<file path="src/rtl/tgarle_pkg.sv">
// Package for the TGA run-length decoder.
// Holds widths, register indexes, the count unit result type and the pixel size helper.
// No dependencies.
`default_nettype none

package tgarle_pkg;

  localparam int MAX_PIXEL_BYTES = 4;
  localparam int BYTE_W          = 8;
  localparam int PIX_W           = 32;
  localparam int CNT_W           = 8;
  localparam int REM_W           = 32;
  localparam int BPP_W           = 3;
  localparam int POS_W           = 2;
  localparam int CFG_IDX_W       = 2;
  localparam int CFG_DATA_W      = 32;
  localparam int TAKE_W          = 2;

  localparam logic [CFG_IDX_W-1:0] REG_BPP   = 2'd0;
  localparam logic [CFG_IDX_W-1:0] REG_TOTAL = 2'd1;

  localparam int PKT_TYPE_BIT = 7;
  localparam int PKT_COUNT_W  = 7;

  localparam logic [BPP_W-1:0] BPP_RESET   = 3'd3;
  localparam logic [REM_W-1:0] TOTAL_RESET = 32'd1;

  typedef struct packed {
    logic [TAKE_W-1:0] take;
    logic [CNT_W-1:0]  cnt_nxt;
    logic [REM_W-1:0]  rem_nxt;
    logic              cnt_zero;
    logic              rem_zero;
  } count_res_t;

  function automatic logic [BPP_W-1:0] pix_bytes(input logic [BPP_W-1:0] bpp);
    logic [BPP_W-1:0] b;
    b = bpp;
    if (b == '0) begin
      b = BPP_W'(1);
    end else if (b > BPP_W'(MAX_PIXEL_BYTES)) begin
      b = BPP_W'(MAX_PIXEL_BYTES);
    end
    return b;
  endfunction

endpackage

`default_nettype wire

</file>
<file path="src/rtl/tgarle_count_unit.sv">
// Shared pixel count unit: picks the beat size and steps the packet and image counters.
// Used for literal beats and for every beat of a run expansion.
// Depends on tgarle_pkg.
`default_nettype none

module tgarle_count_unit (
  input  logic                         lit,
  input  logic [tgarle_pkg::CNT_W-1:0] cnt,
  input  logic [tgarle_pkg::REM_W-1:0] rem,
  output tgarle_pkg::count_res_t       res
);
  import tgarle_pkg::*;

  logic two_ok;

  always_comb begin
    two_ok       = !lit && (cnt >= CNT_W'(2)) && (rem >= REM_W'(2));
    res.take     = two_ok ? TAKE_W'(2) : TAKE_W'(1);
    res.cnt_nxt  = cnt - CNT_W'(res.take);
    res.rem_nxt  = rem - REM_W'(res.take);
    res.cnt_zero = (res.cnt_nxt == '0);
    res.rem_zero = (res.rem_nxt == '0);
  end

endmodule

`default_nettype wire

</file>
<file path="src/rtl/tga_rle_decoder.sv">
// Top level of the TGA run-length decoder.
// Byte intake, packet sequencer and output register; uses tgarle_count_unit and tgarle_pkg.
`default_nettype none

// Takes one compressed byte per request and emits beats of one or two pixels. A header
// byte or a partial pixel byte gives no beat; the byte that ends a literal pixel gives
// one beat. After the byte that ends a run pixel, the shared count unit emits one beat
// per cycle while out_ready allows, up to two copies at a time; in_ready stays low
// meanwhile and whenever a low out_ready holds a finished beat in the output register. A
// configuration write to REG_BPP or REG_TOTAL restarts decoding at a packet header and
// reloads the pixel total.

module tga_rle_decoder (
  input  logic                              clk,
  input  logic                              rst_n,
  input  logic                              in_valid,
  output logic                              in_ready,
  input  logic [tgarle_pkg::BYTE_W-1:0]     in_data_byte,
  output logic                              out_valid,
  input  logic                              out_ready,
  output logic [tgarle_pkg::PIX_W-1:0]      out_pixel_first,
  output logic [tgarle_pkg::PIX_W-1:0]      out_pixel_second,
  output logic [1:0]                        out_pixel_count,
  output logic                              out_run_last,
  output logic                              out_image_done,
  input  logic                              cfg_we,
  input  logic [tgarle_pkg::CFG_IDX_W-1:0]  cfg_index,
  input  logic [tgarle_pkg::CFG_DATA_W-1:0] cfg_wdata
);
  import tgarle_pkg::*;

  localparam logic ST_IN  = 1'b0;
  localparam logic ST_RUN = 1'b1;

  logic              state_r, state_nxt;
  logic [BPP_W-1:0]  bpp_r, bpp_nxt;
  logic [REM_W-1:0]  total_r, total_nxt;
  logic              hdr_r, hdr_nxt;
  logic              is_run_r, is_run_nxt;
  logic [CNT_W-1:0]  pkt_cnt_r, pkt_cnt_nxt;
  logic [POS_W-1:0]  pos_r, pos_nxt;
  logic [PIX_W-1:0]  acc_r, acc_nxt;
  logic [PIX_W-1:0]  run_pix_r, run_pix_nxt;
  logic [REM_W-1:0]  rem_r, rem_nxt;

  logic              ov_r, ov_nxt;
  logic [PIX_W-1:0]  o_first_r, o_first_nxt;
  logic [PIX_W-1:0]  o_second_r, o_second_nxt;
  logic [1:0]        o_count_r, o_count_nxt;
  logic              o_last_r, o_last_nxt;
  logic              o_done_r, o_done_nxt;

  logic              out_free;
  logic              accept;
  logic              cu_lit;
  count_res_t        cu_res;
  logic [PIX_W-1:0]  pix_val;
  logic              pix_end;

  tgarle_count_unit u_count (
    .lit (cu_lit),
    .cnt (pkt_cnt_r),
    .rem (rem_r),
    .res (cu_res)
  );

  assign out_free = !ov_r || out_ready;
  assign in_ready = (state_r == ST_IN) && out_free;
  assign accept   = in_valid && in_ready;
  assign cu_lit   = (state_r == ST_IN);
  assign pix_val  = acc_r | (PIX_W'(in_data_byte) << {pos_r, 3'b000});
  assign pix_end  = ({1'b0, pos_r} + BPP_W'(1)) >= pix_bytes(bpp_r);

  always_comb begin
    state_nxt    = state_r;
    bpp_nxt      = bpp_r;
    total_nxt    = total_r;
    hdr_nxt      = hdr_r;
    is_run_nxt   = is_run_r;
    pkt_cnt_nxt  = pkt_cnt_r;
    pos_nxt      = pos_r;
    acc_nxt      = acc_r;
    run_pix_nxt  = run_pix_r;
    rem_nxt      = rem_r;
    ov_nxt       = ov_r && !out_ready;
    o_first_nxt  = o_first_r;
    o_second_nxt = o_second_r;
    o_count_nxt  = o_count_r;
    o_last_nxt   = o_last_r;
    o_done_nxt   = o_done_r;

    unique case (state_r)
      ST_IN: begin
        if (accept && (rem_r != '0)) begin
          if (hdr_r) begin
            is_run_nxt  = in_data_byte[PKT_TYPE_BIT];
            pkt_cnt_nxt = CNT_W'(in_data_byte[PKT_COUNT_W-1:0]) + CNT_W'(1);
            pos_nxt     = '0;
            acc_nxt     = '0;
            hdr_nxt     = 1'b0;
          end else if (!pix_end) begin
            acc_nxt = pix_val;
            pos_nxt = pos_r + POS_W'(1);
          end else begin
            acc_nxt = '0;
            pos_nxt = '0;
            if (is_run_r) begin
              run_pix_nxt = pix_val;
              state_nxt   = ST_RUN;
            end else begin
              rem_nxt      = cu_res.rem_nxt;
              pkt_cnt_nxt  = cu_res.cnt_nxt;
              hdr_nxt      = cu_res.cnt_zero;
              ov_nxt       = 1'b1;
              o_first_nxt  = pix_val;
              o_second_nxt = '0;
              o_count_nxt  = 2'd1;
              o_last_nxt   = 1'b1;
              o_done_nxt   = cu_res.rem_zero;
            end
          end
        end
      end
      ST_RUN: begin
        if (out_free) begin
          rem_nxt      = cu_res.rem_nxt;
          pkt_cnt_nxt  = cu_res.cnt_nxt;
          ov_nxt       = 1'b1;
          o_first_nxt  = run_pix_r;
          o_second_nxt = (cu_res.take == TAKE_W'(2)) ? run_pix_r : '0;
          o_count_nxt  = cu_res.take;
          o_last_nxt   = cu_res.cnt_zero || cu_res.rem_zero;
          o_done_nxt   = cu_res.rem_zero;
          if (cu_res.cnt_zero || cu_res.rem_zero) begin
            pkt_cnt_nxt = '0;
            hdr_nxt     = 1'b1;
            state_nxt   = ST_IN;
          end
        end
      end
      default: begin
        state_nxt = ST_IN;
      end
    endcase

    if (cfg_we && ((cfg_index == REG_BPP) || (cfg_index == REG_TOTAL))) begin
      if (cfg_index == REG_BPP) begin
        bpp_nxt = cfg_wdata[BPP_W-1:0];
        rem_nxt = total_r;
      end else begin
        total_nxt = cfg_wdata[REM_W-1:0];
        rem_nxt   = cfg_wdata[REM_W-1:0];
      end
      state_nxt   = ST_IN;
      hdr_nxt     = 1'b1;
      is_run_nxt  = 1'b0;
      pkt_cnt_nxt = '0;
      pos_nxt     = '0;
      acc_nxt     = '0;
    end
  end

  always_ff @(posedge clk) begin
    if (!rst_n) begin
      state_r   <= ST_IN;
      bpp_r     <= BPP_RESET;
      total_r   <= TOTAL_RESET;
      hdr_r     <= 1'b1;
      is_run_r  <= 1'b0;
      pkt_cnt_r <= '0;
      pos_r     <= '0;
      acc_r     <= '0;
      rem_r     <= TOTAL_RESET;
      ov_r      <= 1'b0;
    end else begin
      state_r   <= state_nxt;
      bpp_r     <= bpp_nxt;
      total_r   <= total_nxt;
      hdr_r     <= hdr_nxt;
      is_run_r  <= is_run_nxt;
      pkt_cnt_r <= pkt_cnt_nxt;
      pos_r     <= pos_nxt;
      acc_r     <= acc_nxt;
      rem_r     <= rem_nxt;
      ov_r      <= ov_nxt;
    end
  end

  always_ff @(posedge clk) begin
    run_pix_r  <= run_pix_nxt;
    o_first_r  <= o_first_nxt;
    o_second_r <= o_second_nxt;
    o_count_r  <= o_count_nxt;
    o_last_r   <= o_last_nxt;
    o_done_r   <= o_done_nxt;
  end

  assign out_valid        = ov_r;
  assign out_pixel_first  = o_first_r;
  assign out_pixel_second = o_second_r;
  assign out_pixel_count  = o_count_r;
  assign out_run_last     = o_last_r;
  assign out_image_done   = o_done_r;

endmodule

`default_nettype wire

</file>
<file path="config.mk">
export PLATFORM = sky130hd
export DESIGN_NAME = tga_rle_decoder
export DESIGN_NICKNAME = d
export VERILOG_FILES = /design/src/rtl/tgarle_pkg.sv /design/src/rtl/tgarle_count_unit.sv /design/src/rtl/tga_rle_decoder.sv
export SDC_FILE = /design/constraint.sdc
export NUM_CORES = 1
export LEC_CHECK = 0
export ABC_AREA = 1
export BUFFER_PORTS_ARGS = -buffer_cell sky130_fd_sc_hd__buf_2
export CORE_UTILIZATION = 59
export DETAILED_ROUTE_END_ITERATION = 10
export PLACE_DENSITY = 0.8
export SETUP_SLACK_MARGIN = 0.02
export SYNTH_ARGS = -nofsm -noshare
export SYNTH_HDL_FRONTEND = slang
export SYNTH_SLANG_ARGS = --single-unit
</file>
<file path="constraint.sdc">
create_clock -name clk -period 4.3 [get_ports clk]
set_input_delay 0.645 -clock clk [delete_from_list [all_inputs] [get_ports clk]]
set_output_delay 0.645 -clock clk [all_outputs]
set_load 0.02 [all_outputs]
</file>
==> reports/results.tsv <==
metric	value	unit
status	finished, final reports clean	
synth top area cells	edfxtp_1 (30%), dfxtp_1 (22%), nand2_1 (9.2%)	
post-synth top area share	29.80	%
Max Cap Viol	0	
Post-DRT Antenna Nets	0	
Post-CTS Hold Buffers	0	
RSZ-0062 raised after global routing	false	
largest fanout on the critical path	7	
CP required	4.69	ns
H-tree Lvls	1	
Yosys warnings	0	
Critical Path AT	4.08	ns
Netlist cell types	39	
CTS sink count	213	
Clock Latency Late Sink	0.51	ns
worst hold slack	0.3778	ns
DRT iter0 DRCs	776	
# rows	47	
gate count of the mapped netlist	1228	
Layout area overhead	14.48	%
grt total ovfl	0	
Chip Height	132.7	um
Final nets	1389	
Fin. Hold Viols	0	
port buffer count	116	
minimum clock period	3.692	ns
post-route cell area	11540	um2
Slew Viols, Final	0	
# diodes	0	
routed len/inst	16.66	um
Num CTS Buffers	22	
Die Area	17610	um2
residual DRC count	0	
DP Wirelength	18.31	mm
Final Setup Violations	0	
synth cell count leaders	nand2_1 (246), nor2_1 (177), inv_1 (127)	
Core Box Area	16640	um2
largest net degree at the start of global routing	59	
Synth Cell Area	10080	um2
Int Power	0.003482	W
most frequent cell after synthesis	nand2_1	
register bit total from synthesis	213	
critical path type	register to register	
Max Clock Freq	270.8	MHz
vias in the first global route	7927	
clk buf depth	3	
Mean Syn Cell Area	8.206	um2
GRT Resource Usage Total	29.45	%
cts repair resizes	0	
Synth Flop Type	dfxtp_1	
share of layout cells above drive strength 1	15.44	%
Pre-Repair DR Iteration Count	6	
drt total wl	26.11	mm
Syn Nets	1286	
Setup Buffers After CTS	0	
Post-Layout Cell Count	1567	
Die W	132.7	um
EDFF count, synth	100	
Cell Pwr Density	417.8	nW/um2
CP startpoint kind	register	
Sw Pwr	0.001337	W
clock-pin slew of the registers on the worst-case setup and hold paths	0.06	ns
Placed Instance Area	10830	um2
first-pass GRT wire length	40.85	mm
Seq/Total Area, Yosys	52.25	%
Power Total	0.004820	W
Peak VDD IR	0.0003165	V
CTS tree	built	
final worst-path cycle share	85.86	%
Via Count	8776	
Hold Crit Class	input port to register	
Top Ports	117	
Final GP Congestion	1.003	
Via density	5.601	
actual slew at the worst max-slew pin	0.7236	ns
antenna violations before repair	0	
clk_skew	0.009050	ns
Clk pwr share	39.1	%
Post-Route Setup TNS	0	ns
root buf cell	clkbuf_16	
Reg power frac	46.5	%
power share of the combinational group	14.4	%
LEAKAGE	4.885	nW
placed cells	1527	
Sw Share	27.75	%
Critical Path End Type	register	
Worst slew margin	51.25	%
largest area contributor in the netlist	edfxtp_1	
Post-synth ARST share	0	%
Initial Util	60.55	%
stage by stage:
| step | utilization (%) | setup WS [ns] |
|---|---|---|
| floorplan | - | 0.9131 |
| global placement | 65.07 | 0.7557 |
| detailed placement | 65.07 | 0.6588 |
| CTS | 69.32 | 0.5998 |
| global route | 69.32 | 0.2451 |
| finish | 69.32 | 0.6078 |
critical path, cell delays in order (launching register included):
cell,delay (ns)
dfxtp_1,0.42
nor2_1,0.10
nand2_1,0.13
nor2_4,0.07
nand4_1,0.09
nor2_2,0.06
nor2_1,0.33
inv_1,0.15
ha_1,0.25
fa_1,0.42
nand2_2,0.17
nor2_4,0.09
nand2_2,0.13
inv_2,0.05
nand3b_1,0.08
nand2_1,0.10
nor2_1,0.11
nand2_1,0.05
nor2_1,0.13
nand3_2,0.18
nand2_2,0.12
nand2_1,0.06
nand2_1,0.08
nand2_1,0.06
nand2_1,0.06
nand3_1,0.06
final timing paths:
| check | cells past startpoint | from | end | slack, ns |
|---|---|---|---|---|
| max reg2reg | 25 | rem_r[14]$_SDFFE_PN0P_ | hdr_r$_SDFFE_PP1P_ | 0.61 |
| min reg2reg | 2 | acc_r[18]$_SDFFE_PP0P_ | acc_r[18]$_SDFFE_PP0P_ | 0.46 |
| max | 25 | rem_r[14]$_SDFFE_PN0P_ | hdr_r$_SDFFE_PP1P_ | 0.61 |
| min | 3 | cfg_wdata[1] | bpp_r[1]$_SDFFE_PN1P_ | 0.38 |
layout by cell type, fill, tap and decap left out, types with 36 or more instances in the layout:
master	synthesis	final
nand2_1	246	246
nor2_1	177	175
inv_1	127	126
buf_2	7	116
dfxtp_1	113	113
o21ai_0	112	112
edfxtp_1	100	100
a21oi_1	87	87
nand3_1	36	36
layout make-up:
type                    instances  area [um2]
clock buffers                  28       583.1
inverters                     137       514.2
clock inverters                12       123.9
repair buffers                133       720.7
well taps                     220       275.3
multi-input cells             824        4054
flip-flops and latches        213        5265
fillers                      1318        5106
cells by family after synthesis:
logic type                 count (synthesis)  synth area share (%)
and+or+nand+nor                          499                 20.33
adders and majority gates                 11                 1.515
AOI/OAI and AO/OA                        304                 17.47
xor gates and xnor gates                  10                0.8692
DFF                                      213                 52.25
buffers and inverters                    191                 7.574
registers in the layout, summed over array words and instances, names as in the netlist:
register	flops
out_valid	1
out_run_last	1
total_r	32
state_r	1
pkt_cnt_r	8
out_image_done	1
hdr_r	1
out_pixel_first	32
rem_r	32
is_run_r	1
pos_r	2
bpp_r	3
run_pix_r	32
out_pixel_second	32
acc_r	32
out_pixel_count	2
power by group through the flow:
| stage | combinational (W) | sequential [W] | clock [W] |
|---|---|---|---|
| 6_report | 0.000695 | 0.00224 | 0.00188 |
| 3_5_place_dp | 0.000680 | 0.00228 | 0 |
| 4_1_cts | 0.000685 | 0.00224 | 0.00190 |
| 3_3_place_gp | 0.000678 | 0.00228 | 0 |
| 2_1_floorplan | 0.000482 | 0.00228 | 0 |
| 5_1_grt | 0.000773 | 0.00225 | 0.00198 |
per-layer routing:
metal / vias up / wire [um] / global-route usage (%)
li1: 4307 / - / -
met1: 3989 / 10690 / 37.60
met2: 399 / 12260 / 48.68
met3: 81 / 1841 / 4.253
met4: 0 / 1327 / 15.58
met5: - / 0 / 0
(Power assumes the default switching activity.)
